File: src/sv/pidalt_pkg.sv
// Shared types, constants and fixed-point helpers for the PID altitude controller.
// No dependencies; imported by the multiplier, divider, top level and testbench.
package pidalt_pkg;

  localparam int DATA_W = 32;
  localparam int Q_FRAC = 16;
  localparam int PROD_W = 2 * DATA_W;
  // dividend is |error difference| (33 bits) scaled by 2^16
  localparam int DIV_W  = DATA_W + 1 + Q_FRAC;
  localparam int CFG_IDX_W = 3;

  localparam logic [CFG_IDX_W-1:0] CFG_GAIN_P    = 3'd0;
  localparam logic [CFG_IDX_W-1:0] CFG_GAIN_I    = 3'd1;
  localparam logic [CFG_IDX_W-1:0] CFG_GAIN_D    = 3'd2;
  localparam logic [CFG_IDX_W-1:0] CFG_DRIVE_MAX = 3'd3;
  localparam logic [CFG_IDX_W-1:0] CFG_DRIVE_MIN = 3'd4;
  localparam logic [CFG_IDX_W-1:0] CFG_INT_LIMIT = 3'd5;

  localparam logic signed [DATA_W-1:0] S32_MAX = 32'sh7fff_ffff;
  localparam logic signed [DATA_W-1:0] S32_MIN = 32'sh8000_0000;

  typedef enum logic [3:0] {
    S_IDLE,
    S_DIFF,
    S_MUL_E,
    S_INT_ADD,
    S_INT_CLAMP,
    S_MUL_P,
    S_MUL_I,
    S_WAIT_D,
    S_MUL_D,
    S_CLAMP,
    S_DONE
  } state_t;

  // full product >>> 16 (floor), saturated to 32 bits
  function automatic logic signed [DATA_W-1:0] q_sat(input logic [PROD_W-1:0] p);
    logic hi_ones;
    logic hi_zero;
    hi_ones = &p[PROD_W-1:DATA_W+Q_FRAC-1];
    hi_zero = ~|p[PROD_W-1:DATA_W+Q_FRAC-1];
    if (p[PROD_W-1] && !hi_ones) begin
      q_sat = S32_MIN;
    end else if (!p[PROD_W-1] && !hi_zero) begin
      q_sat = S32_MAX;
    end else begin
      q_sat = p[DATA_W+Q_FRAC-1:Q_FRAC];
    end
  endfunction

  // signed quotient from magnitude and sign, saturated to 32 bits
  function automatic logic signed [DATA_W-1:0] quot_sat(input logic [DIV_W-1:0] q,
                                                         input logic neg);
    logic signed [DATA_W-1:0] res;
    if (!neg) begin
      if (|q[DIV_W-1:DATA_W-1]) res = S32_MAX;
      else res = q[DATA_W-1:0];
    end else begin
      if ((|q[DIV_W-1:DATA_W]) || (q[DATA_W-1] && (|q[DATA_W-2:0]))) res = S32_MIN;
      else res = -q[DATA_W-1:0];
    end
    quot_sat = res;
  endfunction

endpackage

File: src/sv/pidalt_mul.sv
// Bit-serial signed 32x32 multiplier, one multiplier bit per cycle.
// Depends on pidalt_pkg for widths.
module pidalt_mul import pidalt_pkg::*; (
  input  logic                     clk,
  input  logic                     rst,
  input  logic                     start,
  input  logic signed [DATA_W-1:0] a,
  input  logic signed [DATA_W-1:0] b,
  output logic                     busy,
  output logic [PROD_W-1:0]        product
);

  localparam int CNT_W = $clog2(DATA_W + 1);

  logic [CNT_W-1:0]  count;
  logic [DATA_W-1:0] a_q;
  logic [DATA_W-1:0] hi;
  logic [DATA_W-1:0] lo;
  logic [DATA_W:0]   addend;
  logic [DATA_W:0]   sum;
  logic              last;

  assign busy = (count != '0);
  assign last = (count == CNT_W'(1));
  assign product = {hi, lo};

  // multiplier sign bit carries negative weight: subtract on the last step
  always_comb begin
    addend = lo[0] ? {a_q[DATA_W-1], a_q} : '0;
    if (last) sum = {hi[DATA_W-1], hi} - addend;
    else sum = {hi[DATA_W-1], hi} + addend;
  end

  always_ff @(posedge clk) begin
    if (rst) begin
      count <= '0;
    end else if (start) begin
      count <= CNT_W'(DATA_W);
    end else if (busy) begin
      count <= count - CNT_W'(1);
    end
  end

  always_ff @(posedge clk) begin
    if (start) begin
      a_q <= a;
      hi  <= '0;
      lo  <= b;
    end else if (busy) begin
      hi <= sum[DATA_W:1];
      lo <= {sum[0], lo[DATA_W-1:1]};
    end
  end

endmodule

File: src/sv/pidalt_div.sv
// Bit-serial restoring divider: unsigned dividend by positive 31-bit divisor.
// One quotient bit per cycle; depends on pidalt_pkg for widths.
module pidalt_div import pidalt_pkg::*; (
  input  logic                clk,
  input  logic                rst,
  input  logic                start,
  input  logic [DIV_W-1:0]    dividend,
  input  logic [DATA_W-2:0]   divisor,
  output logic                busy,
  output logic [DIV_W-1:0]    quotient
);

  localparam int CNT_W = $clog2(DIV_W + 1);

  logic [CNT_W-1:0]  count;
  logic [DIV_W-1:0]  dvd;
  logic [DATA_W-2:0] dvs;
  logic [DATA_W-2:0] rem;
  logic [DATA_W-1:0] trial;
  logic [DATA_W-1:0] diff;
  logic              ge;

  assign busy = (count != '0);
  assign quotient = dvd;

  always_comb begin
    trial = {rem, dvd[DIV_W-1]};
    diff  = trial - {1'b0, dvs};
    ge    = (trial >= {1'b0, dvs});
  end

  always_ff @(posedge clk) begin
    if (rst) begin
      count <= '0;
    end else if (start) begin
      count <= CNT_W'(DIV_W);
    end else if (busy) begin
      count <= count - CNT_W'(1);
    end
  end

  // quotient bits shift in where dividend bits shift out
  always_ff @(posedge clk) begin
    if (start) begin
      dvd <= dividend;
      dvs <= divisor;
      rem <= '0;
    end else if (busy) begin
      rem <= ge ? diff[DATA_W-2:0] : trial[DATA_W-2:0];
      dvd <= {dvd[DIV_W-2:0], ge};
    end
  end

endmodule

File: src/sv/pid_altitude_controller.sv
// Top level of the Q16.16 PID altitude controller with clamped integral.
// Depends on pidalt_pkg, pidalt_mul (serial multiplier) and pidalt_div (serial divider).
//
//  channel | signals                                     | direction
//  --------+---------------------------------------------+----------
//  config  | cfg_write, cfg_index, cfg_data              | in
//  input   | in_valid/in_ready: mode, measured, target,  | in
//          |   step_time                                 |
//  result  | out_valid/out_ready: drive, current_error,  | out
//          |   skipped                                   |
//
// An update word takes four products through the one bit-serial multiplier, plus
// add and clamp steps; the divide runs alongside the multiplies.
// Clear words and words with step_time <= 0 skip the arithmetic.
// Reset (rst, synchronous) loads the default gains and clamps and zeroes the state.
// The result register holds a word until taken; the next word is accepted meanwhile.
module pid_altitude_controller import pidalt_pkg::*; (
  input  logic                        clk,
  input  logic                        rst,
  input  logic                        cfg_write,
  input  logic [CFG_IDX_W-1:0]        cfg_index,
  input  logic [DATA_W-1:0]           cfg_data,
  input  logic                        in_valid,
  output logic                        in_ready,
  input  logic                        mode,
  input  logic signed [DATA_W-1:0]    measured,
  input  logic signed [DATA_W-1:0]    target,
  input  logic signed [DATA_W-1:0]    step_time,
  output logic                        out_valid,
  input  logic                        out_ready,
  output logic signed [DATA_W-1:0]    drive,
  output logic signed [DATA_W-1:0]    current_error,
  output logic                        skipped
);

  state_t state, state_next;

  logic signed [DATA_W-1:0] gain_p, gain_i, gain_d, drive_max, drive_min;
  logic [DATA_W-2:0]        sum_limit;
  logic signed [DATA_W-1:0] error_sum, previous_error;

  logic signed [DATA_W-1:0] err, dt;
  logic signed [DATA_W:0]   int_sum;
  logic signed [DATA_W+1:0] acc;
  logic                     div_neg;
  logic signed [DATA_W-1:0] res_drive, res_err;
  logic                     res_skip;

  logic                     mul_start, mul_busy;
  logic signed [DATA_W-1:0] mul_a, mul_b;
  logic [PROD_W-1:0]        mul_product;
  logic                     div_start, div_busy;
  logic [DIV_W-1:0]         div_quotient;
  logic                     out_load;

  logic                     accept;
  logic                     dt_bad;
  logic signed [DATA_W:0]   sub_in;
  logic signed [DATA_W-1:0] err_in;
  logic signed [DATA_W:0]   diff;
  logic [DATA_W:0]          diff_mag;
  logic signed [DATA_W-1:0] term;
  logic signed [DATA_W-1:0] deriv;
  logic signed [DATA_W:0]   limit_pos;

  pidalt_mul u_mul (
    .clk     (clk),
    .rst     (rst),
    .start   (mul_start),
    .a       (mul_a),
    .b       (mul_b),
    .busy    (mul_busy),
    .product (mul_product)
  );

  pidalt_div u_div (
    .clk      (clk),
    .rst      (rst),
    .start    (div_start),
    .dividend ({diff_mag, {Q_FRAC{1'b0}}}),
    .divisor  (dt[DATA_W-2:0]),
    .busy     (div_busy),
    .quotient (div_quotient)
  );

  assign in_ready = (state == S_IDLE);
  assign accept   = in_valid && in_ready;
  assign dt_bad   = step_time[DATA_W-1] || (step_time == '0);

  always_comb begin
    sub_in = {target[DATA_W-1], target} - {measured[DATA_W-1], measured};
    if (sub_in > $signed({S32_MAX[DATA_W-1], S32_MAX})) err_in = S32_MAX;
    else if (sub_in < $signed({S32_MIN[DATA_W-1], S32_MIN})) err_in = S32_MIN;
    else err_in = sub_in[DATA_W-1:0];
    diff      = {err[DATA_W-1], err} - {previous_error[DATA_W-1], previous_error};
    diff_mag  = diff[DATA_W] ? -diff : diff;
    term      = q_sat(mul_product);
    deriv     = quot_sat(div_quotient, div_neg);
    limit_pos = {2'b00, sum_limit};
  end

  // next state
  always_comb begin
    state_next = state;
    unique case (state)
      S_IDLE: begin
        if (in_valid) begin
          if (mode || dt_bad) state_next = S_DONE;
          else state_next = S_DIFF;
        end
      end
      S_DIFF:      state_next = S_MUL_E;
      S_MUL_E:     if (!mul_busy) state_next = S_INT_ADD;
      S_INT_ADD:   state_next = S_INT_CLAMP;
      S_INT_CLAMP: state_next = S_MUL_P;
      S_MUL_P:     if (!mul_busy) state_next = S_MUL_I;
      S_MUL_I:     if (!mul_busy) state_next = S_WAIT_D;
      S_WAIT_D:    if (!div_busy) state_next = S_MUL_D;
      S_MUL_D:     if (!mul_busy) state_next = S_CLAMP;
      S_CLAMP:     state_next = S_DONE;
      S_DONE:      if (!out_valid || out_ready) state_next = S_IDLE;
      default:     state_next = S_IDLE;
    endcase
  end

  // controls for the serial units and the result register
  always_comb begin
    mul_start = 1'b0;
    mul_a     = err;
    mul_b     = dt;
    div_start = 1'b0;
    out_load  = 1'b0;
    unique case (state)
      S_DIFF: begin
        mul_start = 1'b1;
        div_start = 1'b1;
      end
      S_INT_CLAMP: begin
        mul_start = 1'b1;
        mul_a     = gain_p;
        mul_b     = err;
      end
      S_MUL_P: begin
        mul_start = !mul_busy;
        mul_a     = gain_i;
        mul_b     = error_sum;
      end
      S_WAIT_D: begin
        mul_start = !div_busy;
        mul_a     = gain_d;
        mul_b     = deriv;
      end
      S_DONE:  out_load = !out_valid || out_ready;
      default: ;
    endcase
  end

  always_ff @(posedge clk) begin
    if (rst) begin
      state <= S_IDLE;
    end else begin
      state <= state_next;
    end
  end

  always_ff @(posedge clk) begin
    if (rst) begin
      gain_p    <= 32'sd32768;
      gain_i    <= 32'sd6554;
      gain_d    <= 32'sd13107;
      drive_max <= 32'sd19661;
      drive_min <= -32'sd19661;
      sum_limit <= 31'd32768;
    end else if (cfg_write) begin
      case (cfg_index)
        CFG_GAIN_P:    gain_p    <= cfg_data;
        CFG_GAIN_I:    gain_i    <= cfg_data;
        CFG_GAIN_D:    gain_d    <= cfg_data;
        CFG_DRIVE_MAX: drive_max <= cfg_data;
        CFG_DRIVE_MIN: drive_min <= cfg_data;
        CFG_INT_LIMIT: sum_limit <= cfg_data[DATA_W-2:0];
        default: ;
      endcase
    end
  end

  // controller state: integral and last error
  always_ff @(posedge clk) begin
    if (rst) begin
      error_sum      <= '0;
      previous_error <= '0;
    end else if (accept && mode) begin
      error_sum      <= '0;
      previous_error <= '0;
    end else if (state == S_DIFF) begin
      previous_error <= err;
    end else if (state == S_INT_CLAMP) begin
      if (int_sum > limit_pos) error_sum <= limit_pos[DATA_W-1:0];
      else if (int_sum < -limit_pos) error_sum <= -limit_pos[DATA_W-1:0];
      else error_sum <= int_sum[DATA_W-1:0];
    end
  end

  always_ff @(posedge clk) begin
    if (rst) begin
      out_valid <= 1'b0;
    end else if (out_load) begin
      out_valid <= 1'b1;
    end else if (out_ready) begin
      out_valid <= 1'b0;
    end
  end

  // datapath words
  always_ff @(posedge clk) begin
    if (accept) begin
      err <= err_in;
      dt  <= step_time;
      if (mode) begin
        res_drive <= '0;
        res_err   <= '0;
        res_skip  <= 1'b0;
      end else if (dt_bad) begin
        res_drive <= '0;
        res_err   <= previous_error;
        res_skip  <= 1'b1;
      end
    end
    unique case (state)
      S_DIFF: begin
        div_neg  <= diff[DATA_W];
        res_err  <= err;
        res_skip <= 1'b0;
      end
      S_INT_ADD: int_sum <= {error_sum[DATA_W-1], error_sum} + {term[DATA_W-1], term};
      S_MUL_P: if (!mul_busy) acc <= {{2{term[DATA_W-1]}}, term};
      S_MUL_I, S_MUL_D: if (!mul_busy) acc <= acc + {{2{term[DATA_W-1]}}, term};
      S_CLAMP: begin
        if (acc > $signed({{2{drive_max[DATA_W-1]}}, drive_max})) res_drive <= drive_max;
        else if (acc < $signed({{2{drive_min[DATA_W-1]}}, drive_min})) res_drive <= drive_min;
        else res_drive <= acc[DATA_W-1:0];
      end
      default: ;
    endcase
    if (out_load) begin
      drive         <= res_drive;
      current_error <= res_err;
      skipped       <= res_skip;
    end
  end

endmodule

File: config.mk
export PLATFORM = sky130hd
export DESIGN_NAME = pid_altitude_controller
export DESIGN_NICKNAME = d
export VERILOG_FILES = /design/src/sv/pidalt_pkg.sv /design/src/sv/pidalt_mul.sv /design/src/sv/pidalt_div.sv /design/src/sv/pid_altitude_controller.sv
export SDC_FILE = /design/constraint.sdc
export NUM_CORES = 2
export LEC_CHECK = 0
export BUFFER_PORTS_ARGS = -buffer_cell sky130_fd_sc_hd__buf_4
export CORE_UTILIZATION = 40
export DETAILED_ROUTE_END_ITERATION = 8
export PLACE_DENSITY = 0.62
export SLEW_MARGIN = 20
export SYNTH_ARGS = -nofsm -noshare
export SYNTH_HDL_FRONTEND = slang
export SYNTH_HIERARCHICAL = 1
export SYNTH_SLANG_ARGS = --single-unit
File: constraint.sdc
create_clock -name clk -period 13 [get_ports clk]
set_clock_uncertainty 0.05 [all_clocks]
set_input_delay 1.95 -clock clk [delete_from_list [all_inputs] [get_ports clk]]
set_output_delay 1.95 -clock clk [all_outputs]
set_load 0.02 [all_outputs]
### Word level (Yosys, flattened, before mapping)

Cells that the tools add are included.

* $add $sub $neg: 13
* multiplexer cells: 51
* bitwise gates (word level): 1
* $lt $le $gt $ge: 7
* equal/unequal tests: 24
* reductions and logical operators: 50

Operators with widths (number)
* 32-bit 2-to-1 mux: 20
* 32-bit case mux with 3 select lines: 2
* 33-bit 2-to-1 mux: 3
* 49-bit 2-to-1 mux: 2
* 34-bit 2-to-1 mux: 2
* 34-bit case mux with 2 select lines: 1
* 32-bit by 32-bit subtractor with 33-bit output: 2
* 4-bit case mux with 11 select lines: 1
* 34-bit adder: 1
* 34-bit by 32-bit > comparator with 1-bit output: 1
* 34-bit by 32-bit < comparator with 1-bit output: 1
* 17-bit OR reduction: 2
* 32-bit by 32-bit adder with 33-bit output: 1
* 33-bit adder: 1
* 33-bit by 32-bit > comparator with 1-bit output: 1
* 33-bit by 32-bit > comparator with 1-bit output (second input constant): 1
* 33-bit by 32-bit < comparator with 1-bit output (second input constant): 1
* 33-bit < comparator: 1
* 31-bit negation with 33-bit output: 1
* 33-bit negation: 1
* 33-bit subtractor: 1
* 32-bit by 31-bit greater-or-equal comparator with 1-bit output: 1
* 32-bit zero test: 1
* 4-bit 2-to-1 mux: 8
* other kinds (33): 89

* bits of input ports: 137
* logic and storage cells: 178
* register bits after elaboration: 741

### Longest topological paths before layout

* depth after elaboration: 7
* mapped depth: 23

### By module

Netlist, hierarchy kept.

Modules (own cells, without submodules)
* pid_altitude_controller: seq. area each 13062.5 µm², area an instance 33572.2 µm², cells each 3948, times used 1
* pidalt_div: seq. area each 3143.0 µm², area an instance 6555.0 µm², cells each 618, times used 1
* pidalt_mul: seq. area each 2682.6 µm², area an instance 6426.2 µm², cells each 695, times used 1

### Least setup slack after synthesis

OpenSTA, ideal clock, no wires.

* kind: register -> register
* start: register sum_limit[1]
* end: register error_sum[25]
* path slack: 7.759 ns
* arrival: 5.059 ns
* clock period less this slack: 5.241 ns
* stages on the path, launching flop included: 24
* buffers on the path: 3
* cells stage by stage: dfxtp_1 -> inv_1 -> ha_1 -> or4b_4 -> or2_1 -> or3_1 -> buf_2 -> or3_1 -> or3_4 -> nor2_1 -> xnor2_1 -> ha_1 -> a21o_1 -> a21o_1 -> a21oi_1 -> o21ai_0 -> nand2_1 -> o2bb2ai_1 -> o311a_1 -> clkbuf_1 -> clkbuf_1 -> mux2i_1 -> o2bb2ai_1 -> a21oi_1

* word-level cells in the longest chain between the ends: 4

RTL lines
* start, declared: line pid_altitude_controller.sv:39 `logic [DATA_W-2:0] sum_limit;`
* start signal, assigned: line pid_altitude_controller.sv:181 `CFG_INT_LIMIT: sum_limit <= cfg_data[DATA_W-2:0];`
* 31-bit negation with 33-bit output: line pid_altitude_controller.sv:199 `else if (int_sum < -limit_pos) error_sum <= -limit_pos[DATA_W-1:0];`
* 33-bit < comparator: line pid_altitude_controller.sv:199
* 32-bit 2-to-1 mux: line pid_altitude_controller.sv:199
* 32-bit 2-to-1 mux (*): line pid_altitude_controller.sv:198 `if (int_sum > limit_pos) error_sum <= limit_pos[DATA_W-1:0];`
* end signal, assigned: line pid_altitude_controller.sv:198
* end signal, assigned: line pid_altitude_controller.sv:199
* end signal, assigned: line pid_altitude_controller.sv:200 `else error_sum <= int_sum[DATA_W-1:0];`
* end, declared: line pid_altitude_controller.sv:40 `logic signed [DATA_W-1:0] error_sum, previous_error;`

Mark *: on every way between the ends. The rest lies on a longest branch, timed or not.
A chain may end at the register's enable or synchronous reset.

### Worst setup path after layout

* start: register sum_limit[1]
* end: register error_sum[4]

The elaborated chain is that of the path after synthesis.

==> flow_summary_export.csv <==
group,metric,value,unit
power,intPower,7.28,mW
worst_setup_path,cp.required,13.47,ns
synthesis,synthFlopType,"edfxtp_1",
routing,dr_total_vias,40043,
die,coreArea,115000,µm²
finish,layout-drive-gt1-share,10.6,%
power,peakVddDrop,132,µV
sta,slew_violations,0,
routing,ant_nets,0,
clock_network,ctsResizeCount,0,
power,combinationalPowerShare,50.2,%
status,status,"completed",
clock_network,post_cts_buffers,0,
worst_hold_path,hp-class,"reg2reg",
grt,grt_overflow_total,0,
sta,period_share,45.8,%
grt,grt_pass1_wl,230000,µm
sta,worst_pin_slew,1.14,ns
finish,fillers,11065,
synthesis,syn_area,46600,µm²
clock_network,clock_latency,0.67,ns
routing,drt-pass1-iter-count,8,
finish,nNetsFinal,5835,
sta,final_hold_viol_count,0,
synthesis,synth_cell_type_count,102,
finish,mostFrequentLayoutCell,"nand2_1",
synthesis,ys_async_sr_fraction,0,%
finish,stdcell_count,6947,
power,sw_frac_of_total,42.9,%
routing,via_per_inst,5.76,
die,die_w,343,µm
grt,grt_pass1_vias,37212,
worst_setup_path,crit_arrival,6.43,ns
grt,antenna_found_initial,7,
clock_network,cts.clk_slew.worst_paths,0.06,ns
die,io_pins,204,
routing,route.detailed.drc,0,
power,p_seq_share,29.8,%
die,die_area,118000,µm²
worst_setup_path,path_class,"reg2reg",
worst_setup_path,endpoint_kind,"flip-flop",
sta,maxSlewHeadroom,24.3,%
run,drv_cap,0,
power,clkPwrFrac,20.0,%
finish,layout_common_cells,"nand2_1, a21oi_1, edfxtp_1",
die,dieHeight,343,µm
clock_network,clockBufferDepth,3,
synthesis,avgSynthCellArea,8.85,µm²
worst_setup_path,start_kind,"flip-flop",
clock_network,clkSinkCount,741,
synthesis,netlist_instances,5261,
routing,wire_per_inst,22.0,µm
clock_network,postCtsHoldBufs,0,
clock_network,cts_tree,"built",
routing,drt_wl_total,153000,µm
placed_design,gp_congestion,0.954,
routing,drt_iter0_markers,3550,
worst_setup_path,crit_fanout,38,
synthesis,seq_area_frac_synth,40.6,%
power,p_sw,5.47,mW
power,leakagePower,21.0,nW
synthesis,synth-seq-cells,741,
clock_network,numCtsBuffers,87,
synthesis,synth-edff-count,405,
placed_design,dp_hpwl,113000,µm
clock_network,clock-root-buffer,"clkbuf_16",
clock_network,h-tree-depth,3,
power,power_density,243,nW/µm²
die,fp-row-count,124,
die,start_util,40.5,%
grt,grt_max_degree,87,
synthesis,synth_warnings,6,
finish,area_growth,12.8,%
sta,setup_tns,0,ns
sta,post-route-min-period,5.95,ns
placed_design,dp_cells,6785,
sta,rsz0062_at_grt,"false",
grt,gr-usage-all-layers,25.4,%
sta,fmax,168,MHz
sta,setup_viol,0,
placed_design,port-buffer-count,203,
[worst paths after layout]
path	to	from	slack [ns]	cells after the start
worst min register to register	current_error[7]	res_err[7]	0.37	0
worst max-delay path	error_sum[4]	sum_limit[1]	7.05	21
worst max register to register	error_sum[4]	sum_limit[1]	7.05	21
worst min-delay path	current_error[7]	res_err[7]	0.37	0
[sequential cells by signal, summed over array words and instances, names as in the netlist, 32 cells and up]
name and flops:
u_div/quotient 49, acc 34, int_sum 33, current_error 32, drive 32, drive_max 32, drive_min 32, dt 32
err 32, error_sum 32, gain_d 32, gain_i 32, gain_p 32, previous_error 32, res_drive 32, res_err 32
u_mul/a_q 32, u_mul/hi 32, u_mul/lo 32
[metal layers]
metal / global-route usage [%] / up-vias / routed length [µm]
li1: - / 19308 / -
met1: 33.8 / 19212 / 66200
met2: 40.5 / 1274 / 69300
met3: 4.94 / 237 / 10900
met4: 10.1 / 12 / 6270
met5: 0 / - / 82
[per-stage QoR]
| stage | total power [mW] | hold slack, ns | worst slack (ns) | utilization [%] | instance area [µm²] |
|---|---|---|---|---|---|
| after floorplan | 8.33 | 0.350 | 7.76 | - | 46600 |
| after global placement | 10.1 | 0.352 | 7.09 | 43.2 | 49600 |
| after detailed placement | 10.1 | 0.356 | 6.93 | 43.2 | 49600 |
| after CTS | 12.7 | 0.353 | 7.09 | 45.7 | 52500 |
| after global routing | 13.6 | 0.373 | 6.71 | 45.7 | 52500 |
| final | 12.7 | 0.366 | 7.05 | 45.7 | 52500 |
[synth_stat cells (22+ instances only)]
library cell | n | share of area (%)
edfxtp_1 | 405 | 26
a221oi_1 | 24 | 0.45
xnor2_1 | 129 | 2.4
nand3_1 | 98 | 1.1
nand2_1 | 845 | 6.8
a31oi_1 | 35 | 0.47
clkbuf_1 | 237 | 1.9
buf_1 | 22 | 0.18
mux2i_1 | 69 | 1.5
nand2b_1 | 47 | 0.63
o31ai_1 | 27 | 0.44
or3_1 | 39 | 0.52
ha_1 | 330 | 8.9
a211oi_1 | 52 | 0.84
nor4_1 | 46 | 0.62
o21ai_0 | 292 | 3.1
a21o_1 | 157 | 2.5
nor2b_1 | 31 | 0.42
nand3b_1 | 57 | 0.92
inv_1 | 287 | 2.3
dfxtp_1 | 336 | 14
nor3_1 | 84 | 0.90
mux2_2 | 98 | 2.4
a21oi_1 | 525 | 5.6
a222oi_1 | 32 | 0.69
nand4_1 | 66 | 0.89
xor2_1 | 81 | 1.5
o211ai_1 | 28 | 0.45
and2_1 | 26 | 0.35
a22oi_1 | 30 | 0.48
and3_1 | 31 | 0.42
o21a_1 | 47 | 0.76
o22ai_1 | 24 | 0.32
nor2_1 | 295 | 2.4
[layout make-up]
class | count | area [µm²] | area share [%]
Multi-Input combinational cell | 3970 | 25700 | 48.9
Sequential cell | 741 | 18900 | 36.0
Clock buffer | 115 | 2340 | 4.46
Timing Repair Buffer | 274 | 2060 | 3.92
Tap cell | 1512 | 1890 | 3.60
Inverter | 288 | 1080 | 2.07
Clock inverter | 45 | 577 | 1.10
Antenna cell | 2 | 5.00 | 0.00953
[power by group through the flow]
stage / sequential, mW / combinational, mW / clock, mW
global route: 3.86 / 7.06 / 2.68
finish: 3.80 / 6.40 / 2.55
floorplan: 3.64 / 4.70 / 0
CTS: 3.79 / 6.34 / 2.59
detailed placement: 3.83 / 6.30 / 0
global placement: 3.83 / 6.23 / 0
[worst max-delay path: stages, from the launching register on]
cell and delay [ns]:
dfxtp_1 0.32, inv_1 0.11, ha_1 0.31, or4b_4 0.53
or2_1 0.29, or3_1 0.47, or3_1 0.37, or3_4 0.39
nor2_1 0.17, xnor2_1 0.14, ha_1 0.27, a21o_1 0.18
a21o_1 0.17, a21oi_1 0.13, o21ai_0 0.10, nand2_1 0.07
o2bb2ai_1 0.11, o311a_2 0.33, buf_4 0.52, mux2_2 0.40
a221oi_1 0.29, nor3_1 0.08
[kinds of logic (layout without fill, tap and decap cells)]
group,Yosys count,in the layout,share of synthesized area (%)
fa+ha+maj,340,340,9.21
flops,741,741,40.6
xor+xnor,210,210,3.95
simple gates,1753,1753,17.5
compound gates,1484,1484,20.2
other cells,1,18,0.00806
mux,167,167,3.85
buf+inv,565,722,4.66
Note: power is estimated with default switching activity, not from simulation.
